<file path="src/rtl/cih_pkg.sv">
// Shared types, constants and helpers of the constant intern hash table.
`default_nettype none

package cih_pkg;

    // Table geometry
    localparam int TABLE_SLOTS = 128;
    localparam int SLOT_W      = $clog2(TABLE_SLOTS);
    localparam int POOL_DEPTH  = (TABLE_SLOTS * 3) / 4;
    localparam int PIDX_W      = $clog2(POOL_DEPTH);
    localparam int CNT_W       = $clog2(POOL_DEPTH + 1);
    localparam int PROBE_W     = SLOT_W + 1;

    // Field widths
    localparam int KIND_W   = 8;
    localparam int RAW_W    = 64;
    localparam int INDEX_W  = 7;
    localparam int STATUS_W = 2;
    localparam int POOL_W   = KIND_W + RAW_W;

    // Hash constants
    localparam logic [63:0] GOLDEN_MUL = 64'h9E37_79B9_7F4A_7C15;
    localparam logic [63:0] MIX_MUL    = 64'hFF51_AFD7_ED55_8CCD;
    localparam int          MIX_SHIFT  = 33;

    // Slot reduction: hash mod TABLE_SLOTS by reciprocal multiply plus one correction
    localparam int          RECIP_SHIFT = 32 + SLOT_W;
    localparam logic [32:0] RECIP_MUL   = 33'((64'd1 << RECIP_SHIFT) / TABLE_SLOTS);
    localparam logic [31:0] SLOTS_32    = 32'(TABLE_SLOTS);

    localparam logic [SLOT_W-1:0]  SLOT_LAST   = SLOT_W'(TABLE_SLOTS - 1);
    localparam logic [PROBE_W-1:0] PROBE_LIMIT = PROBE_W'(TABLE_SLOTS);
    localparam logic [CNT_W-1:0]   POOL_LIMIT  = CNT_W'(POOL_DEPTH);

    // Result queue depth
    localparam int          RES_DEPTH = 2;
    localparam logic [1:0]  RES_FULL  = 2'(RES_DEPTH);

    typedef enum logic
    {
        OP_INTERN,
        OP_CLEAR
    } op_t;

    typedef enum logic [STATUS_W-1:0]
    {
        ST_FOUND,
        ST_INSERTED,
        ST_FULL,
        ST_CLEARED
    } status_t;

    typedef enum logic [1:0]
    {
        BE_IDLE,
        BE_SLOT,
        BE_POOL
    } be_state_t;

    typedef struct packed
    {
        logic              op;
        logic [KIND_W-1:0] value_kind;
        logic [RAW_W-1:0]  raw_bits;
    } fe_key_t;

    typedef struct packed
    {
        logic              op;
        logic [KIND_W-1:0] value_kind;
        logic [RAW_W-1:0]  raw_bits;
        logic [SLOT_W-1:0] home;
    } fe_item_t;

    typedef struct packed
    {
        logic [INDEX_W-1:0] const_index;
        status_t            status;
    } res_t;

    function automatic logic [INDEX_W-1:0] pidx_to_index(input logic [PIDX_W-1:0] p);
        logic [PIDX_W+INDEX_W-1:0] ext;
        ext = {{INDEX_W{1'b0}}, p};
        return ext[INDEX_W-1:0];
    endfunction

endpackage

`default_nettype wire

</file>
<file path="src/rtl/cih_front.sv">
// Front end: accepts items and computes the home slot through a hash pipeline.
`default_nettype none

module cih_front (
    input  wire logic                 clk,
    input  wire logic                 rst_n,
    input  wire logic                 push,
    output logic                      full,
    input  wire logic                 op,
    input  wire logic [7:0]           value_kind,
    input  wire logic [63:0]          raw_bits,
    input  wire logic                 q_full,
    output logic                      q_push,
    output cih_pkg::fe_item_t         q_item
);

    import cih_pkg::*;

    localparam int STAGES = 8;

    logic                 adv;
    logic [STAGES-1:0]    valid_reg;
    fe_key_t              key_reg [STAGES];

    logic [63:0]          golden_prod;
    logic [63:0]          mix_in;
    logic [63:0]          mix1_reg;
    logic [63:0]          lo_lo_reg;
    logic [31:0]          lo_hi_reg;
    logic [31:0]          mix_hi_reg;
    logic [63:0]          lo_lo3_reg;
    logic [31:0]          lo_hi3_reg;
    logic [31:0]          hi_lo_reg;
    logic [63:0]          prod;
    logic [63:0]          hash;
    logic [31:0]          hash_lo_reg;
    logic [64:0]          recip_prod;
    logic [31:0]          quot_reg;
    logic [31:0]          hash_lo5_reg;
    logic [31:0]          qt_reg;
    logic [31:0]          hash_lo6_reg;
    logic [31:0]          rem;
    logic [31:0]          rem_fix;
    logic [SLOT_W-1:0]    home_reg;

    // The whole pipeline holds while the queue is full
    assign adv  = !q_full;
    assign full = q_full;

    always_ff @(posedge clk or negedge rst_n)
    begin
        if (!rst_n)
        begin
            valid_reg <= '0;
        end
        else if (adv)
        begin
            valid_reg <= {valid_reg[STAGES-2:0], push};
        end
    end

    assign golden_prod = 64'(key_reg[0].value_kind * GOLDEN_MUL);
    assign mix_in      = key_reg[0].raw_bits ^ golden_prod;

    // 64-bit low product split into three 32x32 partial products
    assign prod = lo_lo3_reg + {lo_hi3_reg + hi_lo_reg, 32'b0};
    assign hash = prod ^ (prod >> MIX_SHIFT);

    assign recip_prod = {33'b0, hash_lo_reg} * {32'b0, RECIP_MUL};

    assign rem     = hash_lo6_reg - qt_reg;
    assign rem_fix = (rem >= SLOTS_32) ? rem - SLOTS_32 : rem;

    always_ff @(posedge clk)
    begin
        if (adv)
        begin
            key_reg[0] <= '{op: op, value_kind: value_kind, raw_bits: raw_bits};
            for (int i = 1; i < STAGES; i++)
            begin
                key_reg[i] <= key_reg[i-1];
            end

            mix1_reg     <= mix_in ^ (mix_in >> MIX_SHIFT);

            lo_lo_reg    <= {32'b0, mix1_reg[31:0]} * {32'b0, MIX_MUL[31:0]};
            lo_hi_reg    <= 32'(mix1_reg[31:0] * MIX_MUL[63:32]);
            mix_hi_reg   <= mix1_reg[63:32];

            hi_lo_reg    <= 32'(mix_hi_reg * MIX_MUL[31:0]);
            lo_lo3_reg   <= lo_lo_reg;
            lo_hi3_reg   <= lo_hi_reg;

            hash_lo_reg  <= hash[31:0];

            quot_reg     <= 32'(recip_prod >> RECIP_SHIFT);
            hash_lo5_reg <= hash_lo_reg;

            qt_reg       <= 32'(quot_reg * SLOTS_32);
            hash_lo6_reg <= hash_lo5_reg;

            home_reg     <= rem_fix[SLOT_W-1:0];
        end
    end

    assign q_push = adv && valid_reg[STAGES-1];

    always_comb
    begin
        q_item.op         = key_reg[STAGES-1].op;
        q_item.value_kind = key_reg[STAGES-1].value_kind;
        q_item.raw_bits   = key_reg[STAGES-1].raw_bits;
        q_item.home       = home_reg;
    end

endmodule

`default_nettype wire

</file>
<file path="config.mk">
export PLATFORM = sky130hd
export DESIGN_NAME = cih_front
export DESIGN_NICKNAME = d
export VERILOG_FILES = /design/src/rtl/cih_pkg.sv /design/src/rtl/cih_front.sv
export SDC_FILE = /design/constraint.sdc
export NUM_CORES = 2
export LEC_CHECK = 0
export ABC_AREA = 1
export BUFFER_PORTS_ARGS = -buffer_cell sky130_fd_sc_hd__buf_2
export CORE_MARGIN = 4
export CORE_UTILIZATION = 60
export CTS_CLUSTER_DIAMETER = 60
export DETAILED_ROUTE_END_ITERATION = 10
export PLACE_DENSITY = 0.78
export SKIP_LAST_GASP = 1
export SLEW_MARGIN = 20
export SYNTH_ARGS = -nofsm -noshare
export SYNTH_HDL_FRONTEND = slang
export SYNTH_SLANG_ARGS = --single-unit
export TNS_END_PERCENT = 50
</file>
<file path="constraint.sdc">
create_clock -name clk -period 18.5 [get_ports clk]
set_clock_uncertainty 0.1 [all_clocks]
set_input_delay 3.7 -clock clk [delete_from_list [all_inputs] [get_ports clk]]
set_output_delay 3.7 -clock clk [all_outputs]
set_load 0.1 [all_outputs]
</file>
Word-level counts from Yosys, hierarchy flattened
Memories as Yosys holds them, arrays and structs flattened.
Cells that the tools add are included.
Storage, ports and cells
  bits in registers: 481
  bits in writable memories: 584
  input port bits: 77
  output and inout bits: 82
  logic and storage cells: 31
  memories kept: 1
Memory list
  key_reg: words 8, bits a word 73, rd ports 8, clocked after memory_dff 0, wr ports 8, line cih_front.sv:23  | fe_key_t key_reg [STAGES];
Cells by class
  add/sub/neg operators: 4
  $mul: 4
  order comparisons: 1
  mux-type cells: 2
  bitwise logic cells: 3
  reductions and logical operators: 2
Operator list (count)
  $add A64 B64 Y64: 1
  $mul A32 B32 Y64 const B: 1
  $mul A8 B64 Y64 const B: 1
  $xor A64 B31 Y64: 1
  $xor A64 B64 Y64: 1
  $add A32 B32 Y32: 1
  $ge A32 B8 Y1 const B: 1
  $mul A32 B25 Y32 const B: 1
  $mul A32 B30 Y32 const B: 1
  $sub A32 B32 Y32: 1
  $xor A32 B31 Y32: 1
  $mux W7: 1
  $sub A7 B1 Y7 const B: 1
  $logic_and A1 B1 Y1: 1
  $logic_not A1 Y1: 1
  $mux W1: 1

Logic depth before layout (Yosys ltp)
An unclocked memory read counts as a cell.
  word-level depth: 4
  mapped depth: 26
  gate-level depth less buffers: 26

Worst setup path before layout
No wires, ideal clock.
  path kind: input -> register
  start: input q_full
  end: register hash_lo5_reg[0], enable pin
  setup time: 5.581 ns
  data arrival time: 16.952 ns
  required time: 12.819 ns
  path slack: -4.132 ns
  stages: 2
  path buffers: 1
  path through: clkbuf_1 clkinv_1
RTL lines
  start: declaration: line cih_front.sv:12  | input wire logic q_full,
  end signal: assignment: line cih_front.sv:97  | hash_lo5_reg <= hash_lo_reg;
  end: declaration: line cih_front.sv:39  | logic [31:0] hash_lo5_reg;
No word-level cell between the ends.

Final worst setup path
  start: input q_full
  end: output full
RTL lines
  end: declaration: line cih_front.sv:8  | output logic full,
No word-level cell between the ends.

==> reports/metrics.yaml <==
cp.required_ns: 14.70
htreeDepth: 3
drive_above_1_share: 0.0782
cp_max_fo: 11
cts-root-buf: "clkbuf_16"
synth_fp_nets: 4648
cpPeakStageDelay_ns: 0.50
die_w_um: 283
r2r-end: "lo_lo_reg[38]$_DFFE_PN_"
worstSkewPairLatency_ns: 0.64
cts_inserted_buffers: 74
critPathCaptureType: "primary output"
setup_viol: 0
drt_wl_total_um: 114000
drcViolationCount: 0
critPathBufInv: 2
synthSimpleGateAreaFrac: 0.0760
holdCritStartpoint: "key_reg[0][228]$_DFFE_PN_"
largest_reg_flops: 584
synth_cells: 3759
synth_top_family_by_area: "adder cells"
clock_path_buffers: 3
post-route-period-util: 0.448
cp-start-kind: "input pin"
synth_flop_cell: "edfxtp_1"
max_cap_violations: 0
rsz0062_at_grt: "no"
dr.pass1.iters: 6
cpMaxStageDelayCell: "buf_2"
worst_ep_arrival_time_ns: 4.48
max_freq_mhz: 121
avgRoutedWirePerCell_um: 23.1
ff2ff_setup_slack_ns: 10.98
min_path_type: "reg2reg"
ys_types: 43
cts.clk_slew.worst_paths_ns: 0.06
setup_tns_ns: 0
io_buffers: 158
syn_to_final_growth_pct: 8.67
yosys.area_share.xor_xnor: 0.0363
synth-compound-area-share: 0.0318
synthAdderAreaFrac: 0.294
grt_overflow: 0
crit_top_cell: "buf_2"
relSlewSlack: 0.286
worst_pin_slew_ns: 1.07
critPathLaunch: "q_full"
drtAntennaViolNets: 0
cts_hold_buf: 0
hold_violations: 0
grt_pass1_vias: 27953
drtIter0Drc: 2414
min_path_cells: 0
grt_start_max_net_pins: 212
ys_ff_latch: 720
drv_slew: 0
min_period_ns: 8.28
r2r_start: "mix1_reg[5]$_DFFE_PN_"
crit_chain: "buf_2, buf_2"
nFillCells: 5446
synthMuxAreaShare: 0
synth_area_per_cell_um2: 12.0
seq_area_frac_synth: 0.477
die_height_um: 283
syn_area_um2: 45300
place.gp.congestion: 1.05
hpwl_um: 89200
grt_antenna_before_repair: 6
yosysWarningCount: 0
die_area_um2: 79900
viasPerCell: 5.40
initial_core_util: 0.607
grt_usage: 0.297
synthArstFlopShare: 0.0111
dr_total_vias: 26728
rows: 100
grt_pass1_wl_um: 171000
cts.repair.resized: 0
cts_setup_buffers: 0
ff2ff_path_depth: 20
crit_type: "in2out"
cp_top_family: "buffers and inverters"
io_pins: 159
min_to: "key_reg[1][9]$_DFFE_PN_"
synth-edff-count: 712
core_area_um2: 74600
fin_nets: 4816
cts_tree: "done"
outcome: "finished clean"
clock_sinks: 720
[cell type report]
type,count,area [um^2],share of cell area
Sequential cell,720,21600,0.439
Multi-Input combinational cell,2085,19900,0.403
Inverter,879,3320,0.0674
Clock buffer,89,1930,0.0392
Tap cell,969,1210,0.0246
Timing Repair Buffer,167,871,0.0177
Clock inverter,39,440,0.00895
Antenna cell,6,15.0,0.000305
[cells in the mapped netlist (8+ instances only)]
cell type	instances	area, um^2
a21oi_1	130	651
nor2_1	188	706
nor3_1	16	80.1
inv_1	874	3280
a31oi_1	10	62.6
o21bai_1	19	143
xor2_1	84	736
dfrtp_1	8	200
nand4_1	16	100
edfxtp_1	712	21400
nand2_2	14	87.6
nor4_1	8	50.1
a21o_1	14	105
fa_1	421	8430
nand2_1	465	1750
ha_1	391	4890
xnor2_1	102	893
o21ai_0	66	330
nand3_1	87	435
nand3b_1	9	67.6
buf_4	74	556
[cells by family after synthesis]
logic type	Yosys count
buffers and inverters	954
flip-flops	720
adder cells (fa/ha/maj)	812
AO/OA/AOI/OAI	260
XOR/XNOR	187
AND/OR/NAND/NOR	826
[metrics by stage]
step	cells	hold slack [ns]	cell area (um^2)	setup WS, ns	utilization
after floorplan	3759	0.300	45300	5.24	-
after detailed placement	4820	0.305	46800	10.22	0.628
after CTS	4948	0.283	49200	10.21	0.660
after global placement	4820	0.300	46800	10.22	0.628
after global routing	4950	0.292	49200	10.19	0.660
final	4954	0.287	49200	10.22	0.660
[routing by layer]
layer  GRT usage  part of all wire  routed length (um)  up-vias
met5           0           0.00035                  40        -
li1            -                 -                   -    12342
met2       0.439              0.43               49000     1081
met4      0.0719             0.024                2760        6
met1       0.418              0.43               49100    13129
met3       0.120              0.12               13300      170
[worst max path at each step]
stage,endpoint,slack (ns),cells after the start
finish,full,10.22,2
global route,full,10.19,2
CTS,full,10.21,2
detailed placement,full,10.22,2
global placement,full,10.22,2
floorplan,hash_lo5_reg[0]$_DFFE_PN_,5.24,2
[cell usage in the layout, fill, tap and decap left out, drive strengths merged, types with 9 or more instances in the layout]
cell / count
clkbuf: 89
fa: 421
buf: 167
nand4: 16
nand3b: 9
nand3: 90
clkinv: 25
nor2: 196
nor3: 19
edfxtp: 712
a21o: 14
ha: 391
o21ai: 74
a21oi: 130
xnor2: 102
nand2: 479
o21bai: 19
a31oi: 10
xor2: 85
inv: 886
Power is not shown: default switching activity piles up to over one toggle a cycle in this logic, so the estimate is an artifact.
