<file path="src/rtl/cih_pkg.sv">
// Shared types, constants and helpers of the constant intern hash table.
`default_nettype none

package cih_pkg;

    // Table geometry
    localparam int TABLE_SLOTS = 128;
    localparam int SLOT_W      = $clog2(TABLE_SLOTS);
    localparam int POOL_DEPTH  = (TABLE_SLOTS * 3) / 4;
    localparam int PIDX_W      = $clog2(POOL_DEPTH);
    localparam int CNT_W       = $clog2(POOL_DEPTH + 1);
    localparam int PROBE_W     = SLOT_W + 1;

    // Field widths
    localparam int KIND_W   = 8;
    localparam int RAW_W    = 64;
    localparam int INDEX_W  = 7;
    localparam int STATUS_W = 2;
    localparam int POOL_W   = KIND_W + RAW_W;

    // Hash constants
    localparam logic [63:0] GOLDEN_MUL = 64'h9E37_79B9_7F4A_7C15;
    localparam logic [63:0] MIX_MUL    = 64'hFF51_AFD7_ED55_8CCD;
    localparam int          MIX_SHIFT  = 33;

    // Slot reduction: hash mod TABLE_SLOTS by reciprocal multiply plus one correction
    localparam int          RECIP_SHIFT = 32 + SLOT_W;
    localparam logic [32:0] RECIP_MUL   = 33'((64'd1 << RECIP_SHIFT) / TABLE_SLOTS);
    localparam logic [31:0] SLOTS_32    = 32'(TABLE_SLOTS);

    localparam logic [SLOT_W-1:0]  SLOT_LAST   = SLOT_W'(TABLE_SLOTS - 1);
    localparam logic [PROBE_W-1:0] PROBE_LIMIT = PROBE_W'(TABLE_SLOTS);
    localparam logic [CNT_W-1:0]   POOL_LIMIT  = CNT_W'(POOL_DEPTH);

    // Result queue depth
    localparam int          RES_DEPTH = 2;
    localparam logic [1:0]  RES_FULL  = 2'(RES_DEPTH);

    typedef enum logic
    {
        OP_INTERN,
        OP_CLEAR
    } op_t;

    typedef enum logic [STATUS_W-1:0]
    {
        ST_FOUND,
        ST_INSERTED,
        ST_FULL,
        ST_CLEARED
    } status_t;

    typedef enum logic [1:0]
    {
        BE_IDLE,
        BE_SLOT,
        BE_POOL
    } be_state_t;

    typedef struct packed
    {
        logic              op;
        logic [KIND_W-1:0] value_kind;
        logic [RAW_W-1:0]  raw_bits;
    } fe_key_t;

    typedef struct packed
    {
        logic              op;
        logic [KIND_W-1:0] value_kind;
        logic [RAW_W-1:0]  raw_bits;
        logic [SLOT_W-1:0] home;
    } fe_item_t;

    typedef struct packed
    {
        logic [INDEX_W-1:0] const_index;
        status_t            status;
    } res_t;

    function automatic logic [INDEX_W-1:0] pidx_to_index(input logic [PIDX_W-1:0] p);
        logic [PIDX_W+INDEX_W-1:0] ext;
        ext = {{INDEX_W{1'b0}}, p};
        return ext[INDEX_W-1:0];
    endfunction

endpackage

`default_nettype wire

</file>
<file path="src/rtl/cih_queue.sv">
// Two-entry queue of classified items between the front and back ends.
`default_nettype none

module cih_queue (
    input  wire logic               clk,
    input  wire logic               rst_n,
    input  wire logic               push,
    input  wire cih_pkg::fe_item_t  push_item,
    output logic                    full,
    input  wire logic               pop,
    output logic                    valid,
    output cih_pkg::fe_item_t       head
);

    import cih_pkg::*;

    fe_item_t   mem_reg [2];
    logic       wr_ptr_reg;
    logic       rd_ptr_reg;
    logic [1:0] cnt_reg;
    logic       do_push;
    logic       do_pop;

    assign full    = (cnt_reg == 2'd2);
    assign valid   = (cnt_reg != 2'd0);
    assign head    = mem_reg[rd_ptr_reg];
    assign do_push = push && !full;
    assign do_pop  = pop && valid;

    always_ff @(posedge clk or negedge rst_n)
    begin
        if (!rst_n)
        begin
            wr_ptr_reg <= 1'b0;
            rd_ptr_reg <= 1'b0;
            cnt_reg    <= 2'd0;
        end
        else
        begin
            if (do_push)
            begin
                wr_ptr_reg <= !wr_ptr_reg;
            end
            if (do_pop)
            begin
                rd_ptr_reg <= !rd_ptr_reg;
            end
            if (do_push && !do_pop)
            begin
                cnt_reg <= cnt_reg + 2'd1;
            end
            else if (do_pop && !do_push)
            begin
                cnt_reg <= cnt_reg - 2'd1;
            end
        end
    end

    always_ff @(posedge clk)
    begin
        if (do_push)
        begin
            mem_reg[wr_ptr_reg] <= push_item;
        end
    end

endmodule

`default_nettype wire

</file>
<file path="config.mk">
export PLATFORM = sky130hd
export DESIGN_NAME = cih_queue
export DESIGN_NICKNAME = d
export VERILOG_FILES = /design/src/rtl/cih_pkg.sv /design/src/rtl/cih_queue.sv
export SDC_FILE = /design/constraint.sdc
export NUM_CORES = 1
export LEC_CHECK = 0
export BUFFER_PORTS_ARGS = -buffer_cell sky130_fd_sc_hd__buf_2
export CAP_MARGIN = 20
export CORE_ASPECT_RATIO = 1.25
export CORE_MARGIN = 8
export CORE_UTILIZATION = 42
export DETAILED_ROUTE_END_ITERATION = 12
export GPL_ROUTABILITY_DRIVEN = 0
export PLACE_DENSITY_LB_ADDON = 0.25
export SYNTH_ARGS = -nofsm -noshare
export SYNTH_HDL_FRONTEND = slang
export SYNTH_SLANG_ARGS = --single-unit
</file>
<file path="constraint.sdc">
create_clock -name clk -period 6 [get_ports clk]
set_input_delay 0.9 -clock clk [delete_from_list [all_inputs] [get_ports clk]]
set_output_delay 0.9 -clock clk [all_outputs]
set_load 0.02 [all_outputs]
</file>
# Word-level counts from Yosys, hierarchy flattened
# Memories as Yosys holds them, arrays and structs flattened.
# Index checks and enable logic that the tools add are counted.
# Widths: inputs -> output; s select.
[word_totals]
register_bits = 4
ram_bits = 160
mem_count = 1
[classes]
addsub = 2
eq_ne = 1
mux = 4
reduce_logical = 11
[memory_table]
columns = ["memory", "words", "word_bits", "read_ports", "rd_ports_with_merged_regs", "wr", "line", "source"]
rows = [
  ["mem_reg", 2, 80, 1, 0, 1, "cih_queue.sv:17", "fe_item_t mem_reg [2];"],
]
[ops]
columns = ["operator", "n"]
rows = [
  ["$logic_not 1->1", 5],
  ["$logic_and 1x1->1", 4],
  ["$mux 2", 2],
  ["$reduce_bool 2->1", 2],
  ["$add 2x1->2 const B", 1],
  ["$eq 2x2->1 const B", 1],
  ["$mux 1", 2],
  ["$sub 2x1->2 const B", 1],
]

# Longest topological paths before layout
# Gate-level depths: netlist (run 1).
[depth]
ltp_word = 7
depth_mapped = 7
depth_no_buf = 7

# Worst setup path after synthesis (run 1)
# OpenSTA, ideal clock, no wires.
[synth_path]
path_type = "input to register"
from = "input port push"
to = "memory mem_reg[0][0] (netlist name) (enable)"
t_arrival_ps = 4325
path_slack_ps = 1156
path_stages = 2
n_path_buf = 0
cell_sequence = "nand2_1 > nor2_1"
[synth_between]
elab_chain_cells = 3
[synth_lines]
columns = ["element", "line", "source"]
rows = [
  ["from (decl)", "cih_queue.sv:7", "input wire logic push,"],
  ["$logic_and 1x1->1", "cih_queue.sv:27", "assign do_push = push && !full;"],
  ["$mux 1", "cih_queue.sv:61", "if (do_push)"],
  ["$mux 1 (not written as such)", "cih_queue.sv:63", "mem_reg[wr_ptr_reg] <= push_item;"],
  ["to (decl)", "cih_queue.sv:17", ""],
]
# No other way between the ends.

==> out/qor.csv, run 1 <==
metric,value,unit
hold_viol,0,
cts.sinks,164,
worst_ep_required_time,5100,ps
fmax,280.7,MHz
cts_buffers,17,
start_util,0.4281,
tightest_slew,1021,ps
r2r_start,cnt_reg[0]$_DFFE_PN0P_,
dominantRegCellSynth,edfxtp_1,
fin_crit_sh,0.5938,
hold_buffers,0,
syn_inst,268,
post-place-ws,2810,ps
crit_type,reg -> out,
setup_violations,0,
r2r_setup_slack,3900,ps
ys_top_cells_by_area,"edfxtp_1 (75%), mux2_4 (19%), buf_12 (2.5%), dfrtp_1 (1.6%), xnor2_1 (0.41%)",
p_switching,0.001317,W
grt_first_pass_wirelength,18000,um
cts_tree,done,
die_height,153.7,um
drc,0,
largest_reg_flops,160,
post-synth-top-count-cell,edfxtp_1,
power_density,543.0,nW/um2
grt_pass1_vias,3332,
grt_max_degree,81,
slew_headroom,0.3190,
ys_seq_area_frac,0.7695,
cp_max_fo,54,
cts_resized,0,
hpwl,8130,um
dieWidth,126.2,um
rows,50,
grt_usage,0.1257,
synth_fp_nets,353,
synth_cell_types,16,
rr_endpoint,mem_reg[0][65]$_DFFE_PP_,
synth_largest_area_cell,edfxtp_1,
antenna_found_initial,1,
core-area,14890,um2
p_seq_frac,0.398,
routed_wl,12050,um
synth_commonest_cells,"edfxtp_1 (160), mux2_4 (79), buf_12 (8)",
rsz0062_at_grt,false,
finalWorstSetupSlack,2437,ps
port_buffers,165,
synth_top_cell_area_share,0.7538,
outcome,"finished, final reports clean",
crit_arrival,2660,ps
synth_area_per_cell,23.78,um2
grt.overflow.total,0,
hp-class,in -> async,
htree_levels,4,
clock_path_buffers,2,
ios,166,
clockPowerShare,0.285,
synth_edf_count,160,
cts-root-buf,clkbuf_16,
start_kind,flop,
max-vdd-ir-drop,0.5161,mV
fin_nets,532,
p_int,0.003036,W
cts_setup_buffers,0,
ys_ff_latch,164,
combinationalPowerShare,0.317,
fillers,1178,
yosys_warnings,0,
cp-end-kind,primary output,
period_minus_slack,3563,ps
num_antenna_cells,0,
wire_per_inst,18.77,um
fin_setup_tns,0,ps
clk_pin_slew_worst_paths,60,ps
switching_share,0.3026,
vias,3009,
die_area,19400,um2
vias_per_cell,4.687,
p_leak,3.254,nW
cap_violations,0,
async_flop_share,0.02439,
first_pass_iters,4,
worstSkewPairLatency,410,ps
drt-initial-drc-count,168,
slew_viol_final,0,
drive_above_1_share,0.6174,
synth_area,6374,um2
syn_to_final_growth,25.80,%
postRouteAntennaNets,0,
r2r_cells,4,
skew,5.925,ps
## per-stage QoR
step	total power, W	util	area, um2	hold slack, ps	std cells
after floorplan	0.002847	-	6374	455.9	268
after global placement	0.003131	0.4894	7287	475.4	608
after detailed placement	0.003157	0.4894	7287	492.0	608
after CTS	0.004406	0.5353	7970	253.0	640
after global routing	0.004539	0.5385	8018	254.4	642
final	0.004354	0.5385	8018	280.9	642
## critical path: stages (launching register included)
cell,delay [ps]
dfrtp_4,1100
buf_4,610
mux2_4,350
buf_2,160
## logic make-up after synthesis
logic type / share of synthesized area
flip-flops: 0.7695
multiplexers: 0.1879
buffers and inverters: 0.02807
AND/OR/NAND/NOR: 0.005695
XOR/XNOR: 0.006872
adder cells (fa/ha/maj): 0.001963
## worst max path at each step
| stage | start | depth (start not counted) | endpoint | slack [ps] |
|---|---|---|---|---|
| after detailed placement | rd_ptr_reg$_DFFE_PN0P_ | 3 | head[62] | 2810 |
| after global routing | rd_ptr_reg$_DFFE_PN0P_ | 3 | head[78] | 2290 |
| after global placement | rd_ptr_reg$_DFFE_PN0P_ | 3 | head[53] | 2840 |
| after floorplan | push | 2 | mem_reg[0][0]$_DFFE_PP_ | 1160 |
| after CTS | rd_ptr_reg$_DFFE_PN0P_ | 3 | head[62] | 2350 |
| final | rd_ptr_reg$_DFFE_PN0P_ | 3 | head[1] | 2440 |
## cell type report
cell class,count,area [um2],area share
clock inverter,15,257.7,0.03215
tap,182,227.7,0.02840
multi-input combinational,93,1303,0.1625
timing repair buffer,169,888.4,0.1108
inverter,2,7.507,0.0009363
sequential,164,4908,0.6122
clock buffer,17,425.4,0.05306
## layer usage
metal / vias up / global-route usage / part of all wire
li1: 1416 / - / -
met1: 1483 / 0.1221 / 0.37
met2: 96 / 0.2262 / 0.55
met3: 12 / 0.05052 / 0.064
met4: 2 / 0.06203 / 0.018
met5: - / 0 / 0.00066
## layout by cell type (no fill, tap or decap), drive strengths merged, types with 2 or more instances in the layout
master and n:
nor2 2, bufinv 7, clkinv 6, inv 3, xnor2 3, edfxtp 160
xor2 2, dfrtp 4, nand2 2, buf 169, clkbuf 17, mux2 80
## power groups by stage
stage | Clock, W | Sequential, W | Combinational (W)
floorplan | 0 | 0.00167 | 0.00118
global placement | 0 | 0.00176 | 0.00138
detailed placement | 0 | 0.00177 | 0.00139
CTS | 0.00127 | 0.00175 | 0.00139
global route | 0.00131 | 0.00177 | 0.00146
finish | 0.00124 | 0.00173 | 0.00138
Power figures use the tool's default switching activity.
==> run 2: changes to the inputs <==
clock period = 3.1 ns   (was 6 ns; I/O delays follow)
==> out/qor.csv, run 2 (synthesis gave the netlist of run 1 again) <==
metric,value,unit
outcome,"finished, final reports clean",
r2r_start,cnt_reg[0]$_DFFE_PN0P_,
cp_max_fo,29,
total_power,0.008154,W
grt_pass1_vias,3460,
min_to,mem_reg[1][40]$_DFFE_PP_,
rr_endpoint,mem_reg[1][18]$_DFFE_PP_,
setup_violations,0,
tightest_slew,651.4,ps
port_buffers,165,
fin_cells,646,
die_height,153.7,um
rows,50,
dp.cells,612,
start_kind,flop,
power_density,1023,nW/um2
first_pass_iters,4,
syn_to_final_growth,25.07,%
dieWidth,126.2,um
vias_per_cell,4.692,
r2r_setup_slack,1250,ps
clock_path_buffers,2,
slew_viol_final,0,
cts_buffers,17,
core-area,14890,um2
cts_setup_buffers,0,
cts.sinks,164,
worstHoldPathCells,1,
grt.overflow.total,0,
r2r_cells,3,
worst_ep_required_time,2630,ps
max_stage_delay,800,ps
grt_max_degree,50,
fin_crit_sh,0.8110,
cp-end-kind,primary output,
p_leak,3.215,nW
skew,9.231,ps
wire_per_inst,18.19,um
drive_above_1_share,0.6156,
antenna_found_initial,3,
max-vdd-ir-drop,0.8466,mV
cts-root-buf,clkbuf_16,
start_util,0.4281,
ios,166,
crit_arrival,2050,ps
fin_nets,535,
crit_type,reg -> out,
slew_headroom,0.5657,
drt-initial-drc-count,170,
drc,0,
fin_hold_ws,239.8,ps
cap_violations,0,
cp_slowest_cell,dfrtp_4,
hpwl,8144,um
fmax,397.8,MHz
grt_first_pass_wirelength,17960,um
clk_pin_slew_worst_paths,60,ps
die_area,19400,um2
grt_usage,0.1226,
hold_viol,0,
hp-start,push_item[40],
fin_setup_tns,0,ps
postRouteAntennaNets,0,
period_minus_slack,2514,ps
cts_tree,done,
rsz0062_at_grt,false,
routed_wl,11750,um
htree_levels,4,
utilization,0.5354,
layout.cells.most_common_list,"buf_2 (165), edfxtp_1 (160), mux2_4 (79)",
fillers,1240,
hp-class,in -> reg,
largest_reg_flops,160,
worstSkewPairLatency,410,ps
cts_resized,0,
vias,3031,
final_common_cell,buf_2,
cp_cell_sequence,buf_4 > mux2_4 > buf_2,
[run 2: per-layer routing]
layer  track usage  up-vias  share of wire
met4       0.05974        4          0.025
met1        0.1152     1486           0.36
li1              -     1426              -
met3       0.05190       19          0.071
met2        0.2234       96           0.54
met5             0        -         0.0020
[run 2: worst max path at each step]
stage | start | slack, ps | endpoint | cells past startpoint
4_1_cts | rd_ptr_reg$_DFFE_PN0P_ | 540 | head[74] | 3
2_1_floorplan | cnt_reg[0]$_DFFE_PN0P_ | 210 | mem_reg[1][0]$_DFFE_PP_ | 2
3_5_place_dp | rd_ptr_reg$_DFFE_PN0P_ | 1000 | head[74] | 3
6_report | rd_ptr_reg$_DFFE_PN0P_ | 590 | head[6] | 3
5_1_grt | rd_ptr_reg$_DFFE_PN0P_ | 480 | head[6] | 3
3_3_place_gp | rd_ptr_reg$_DFFE_PN0P_ | 1020 | head[74] | 3
[run 2: critical path, delay by kind of cell, from the launching register on]
| kind | cells | cell delay (ps) |
|---|---|---|
| buffers and inverters | 2 | 510 |
| flip-flops | 1 | 800 |
| multiplexers | 1 | 310 |
[run 2: cell type report]
| type | instances | area (um2) | share of cell area |
|---|---|---|---|
| repair buffers | 172 | 918.4 | 0.1152 |
| clock buffers | 21 | 450.4 | 0.05651 |
| flip-flops and latches | 164 | 4908 | 0.6158 |
| well taps | 182 | 227.7 | 0.02857 |
| clock inverters | 11 | 153.9 | 0.01931 |
| diodes | 1 | 2.502 | 0.0003139 |
| multi-input cells | 93 | 1303 | 0.1634 |
| inverters | 2 | 7.507 | 0.0009418 |
[run 2: power breakdown]
| part | switching, W | internal [W] |
|---|---|---|
| combinational | 0.00150 | 0.00127 |
| sequential | 0.000232 | 0.00304 |
| clock | 0.000822 | 0.00130 |
[run 2: what timing repair did]
| action | in CTS | in global routing |
|---|---|---|
| endpoints found under the hold margin | 4 | 0 |
| hold buffers | 1 | 0 |
| setup endpoints to repair | 0 | 0 |
[run 2: stage by stage]
step | instance area [um2] | worst slack (ps)
floorplan | 6381 | 207.1
global route | 7971 | 476.8
finish | 7971 | 586.0
detailed placement | 7355 | 999.5
CTS | 7969 | 541.4
global placement | 7355 | 1019
==> run 3: changes to the inputs <==
ABC_AREA = 1   (was default)
clock period = 2.3 ns   (was 3.1 ns; I/O delays follow)
==> out/qor.csv, run 3 <==
metric,value,unit
outcome,"finished, final reports clean",
first_pass_iters,4,
r2r_setup_slack,640,ps
min_to,mem_reg[1][21]$_DFFE_PP_,
rows,49,
drive_above_1_share,0.3312,
drc,0,
grt_pass1_vias,4051,
setup_violations,0,
core-area,14290,um2
r2r_start,cnt_reg[0]$_DFFE_PN0P_,
syn_inst,449,
syn_to_final_growth,25.58,%
grt_usage,0.1432,
vias_per_cell,4.714,
dieWidth,123.6,um
path_buf_inv,2,
path_depth,4,
hp-start,push_item[21],
slew_viol_final,0,
cts_setup_buffers,0,
crit_type,reg -> out,
post-synth-top-count-cell,nand2_1,
clockPowerShare,0.245,
period_minus_slack,2067,ps
htree_levels,4,
hold_viol,0,
post-place-ws,623.3,ps
p_switching,0.003998,W
worstHoldPathCells,1,
cts_buffers,17,
cts.sinks,164,
switching_share,0.3811,
rsz0062_at_grt,false,
grt.overflow.total,0,
worst_ep_required_time,1960,ps
wire_per_inst,16.01,um
cp-end-kind,primary output,
p_leak,3.290,nW
combinationalPowerShare,0.351,
fmax,483.9,MHz
fin_crit_sh,0.8985,
drt-initial-drc-count,208,
max-vdd-ir-drop,0.6617,mV
ys_seq_area_frac,0.8066,
async_flop_share,0.02439,
crit_start,rd_ptr_reg$_DFFE_PN0P_,
cp_slowest_cell,dfrtp_2,
cap_violations,0,
cp_max_fo,81,
dominantRegCellSynth,edfxtp_1,
hp-class,in -> reg,
postRouteAntennaNets,0,
cts_resized,0,
crit_arrival,1720,ps
max_stage_delay,440,ps
grt_first_pass_wirelength,20290,um
slew_headroom,0.5916,
vias,3847,
fin_nets,709,
yosys_warnings,0,
final_common_cell,nand2_1,
synth_top_cell_area_share,0.7901,
hold_buffers,1,
hpwl,8726,um
clk_pin_slew_worst_paths,70,ps
die_area,18610,um2
antenna_found_initial,1,
cts_tree,done,
start_kind,flop,
routed_wl,13060,um
port_buffers,165,
rr_endpoint,mem_reg[1][29]$_DFFE_PP_,
worstSkewPairLatency,410,ps
grt_max_degree,82,
cp_cell_sequence,inv_6 > nand2_1 > nand2_1 > buf_2,
ys_top_cells_by_area,"edfxtp_1 (79%), nand2_1 (15%), dfrtp_1 (1.6%), buf_6 (1.5%), buf_2 (0.58%)",
fin_setup_tns,0,ps
cts-root-buf,clkbuf_16,
p_int,0.006494,W
synth_area_per_cell,13.54,um2
fin_hold_ws,120.3,ps
synth_fp_nets,534,
power_density,1374,nW/um2
crit_family,buffers and inverters,
path_common_cell,nand2_1,
layout.cells.most_common_list,"nand2_1 (249), buf_2 (165), edfxtp_1 (160)",
synth_area,6081,um2
synth_commonest_cells,"nand2_1 (250), edfxtp_1 (160), buf_6 (8)",
r2r_cells,3,
synth_cell_types,16,
finalWorstSetupSlack,233.4,ps
p_seq_frac,0.405,
tightest_slew,612.6,ps
skew,9.984,ps
ys_ff_latch,164,
synth_largest_area_cell,edfxtp_1,
largest_reg_flops,160,
start_util,0.4257,
die_height,150.5,um
clock_path_buffers,2,
ios,166,
synth_edf_count,160,
## run 3: cell count changes after synthesis, sizes merged, moves of 6 or more
cell   previous run  this run
buf               9        17
nand2             2       251
mux2             80         0
inv               2         8
## run 3: cell type report
cell class	count	area, um2
fill	1273	6649
clock inverter	13	101.3
timing repair buffer	173	913.4
multi-input combinational	260	1018
clock buffer	19	432.9
tap	178	222.7
inverter	8	38.79
antenna	1	2.502
sequential	164	4906
## run 3: power groups by stage
| stage | clock network [W] | registers, W | logic [W] |
|---|---|---|---|
| floorplan | 0 | 0.00428 | 0.00255 |
| global placement | 0 | 0.00429 | 0.00374 |
| detailed placement | 0 | 0.00432 | 0.00377 |
| CTS | 0.00263 | 0.00425 | 0.00379 |
| global route | 0.00276 | 0.00430 | 0.00407 |
| finish | 0.00257 | 0.00425 | 0.00368 |
## run 3: worst max-delay path by stage
stage                                         end  slack [ps]
after floorplan           mem_reg[0][0]$_DFFE_PP_           2
after global placement                   head[33]         640
after detailed placement                 head[68]         620
after CTS                                head[68]         160
after global routing                     head[23]          60
final                                    head[45]         230
## run 3: per-layer routing
metal	wire length, um	track usage	vias up
li1	-	-	1865
met1	5052	0.1568	1857
met2	6940	0.2495	110
met3	863	0.04015	15
met4	208	0.06759	0
met5	0	0	-
## run 3: metrics by stage
stage | util | total power [W] | cell area [um2] | cells
6_report | 0.5346 | 0.01049 | 7636 | 816
5_1_grt | 0.5346 | 0.01114 | 7636 | 816
4_1_cts | 0.5344 | 0.01067 | 7634 | 815
3_5_place_dp | 0.4963 | 0.008088 | 7089 | 782
3_3_place_gp | 0.4963 | 0.008025 | 7089 | 782
2_1_floorplan | - | 0.006830 | 6102 | 449
## run 3: worst reg2reg max path, stage by stage (launching register included)
cell and delay, ps:
dfrtp_1 450, o21ai_0 220, nor2_4 160, buf_4 440
## run 3: cell families after synthesis
logic type                 after synthesis  share of synthesized area
buffers and inverters                   25                    0.02881
DFF                                    164                     0.8066
AOI/OAI and AO/OA                        1                  0.0008223
adders and majority gates                1                   0.002057
and+or+nand+nor                        257                     0.1603
xor gates and xnor gates                 1                   0.001441
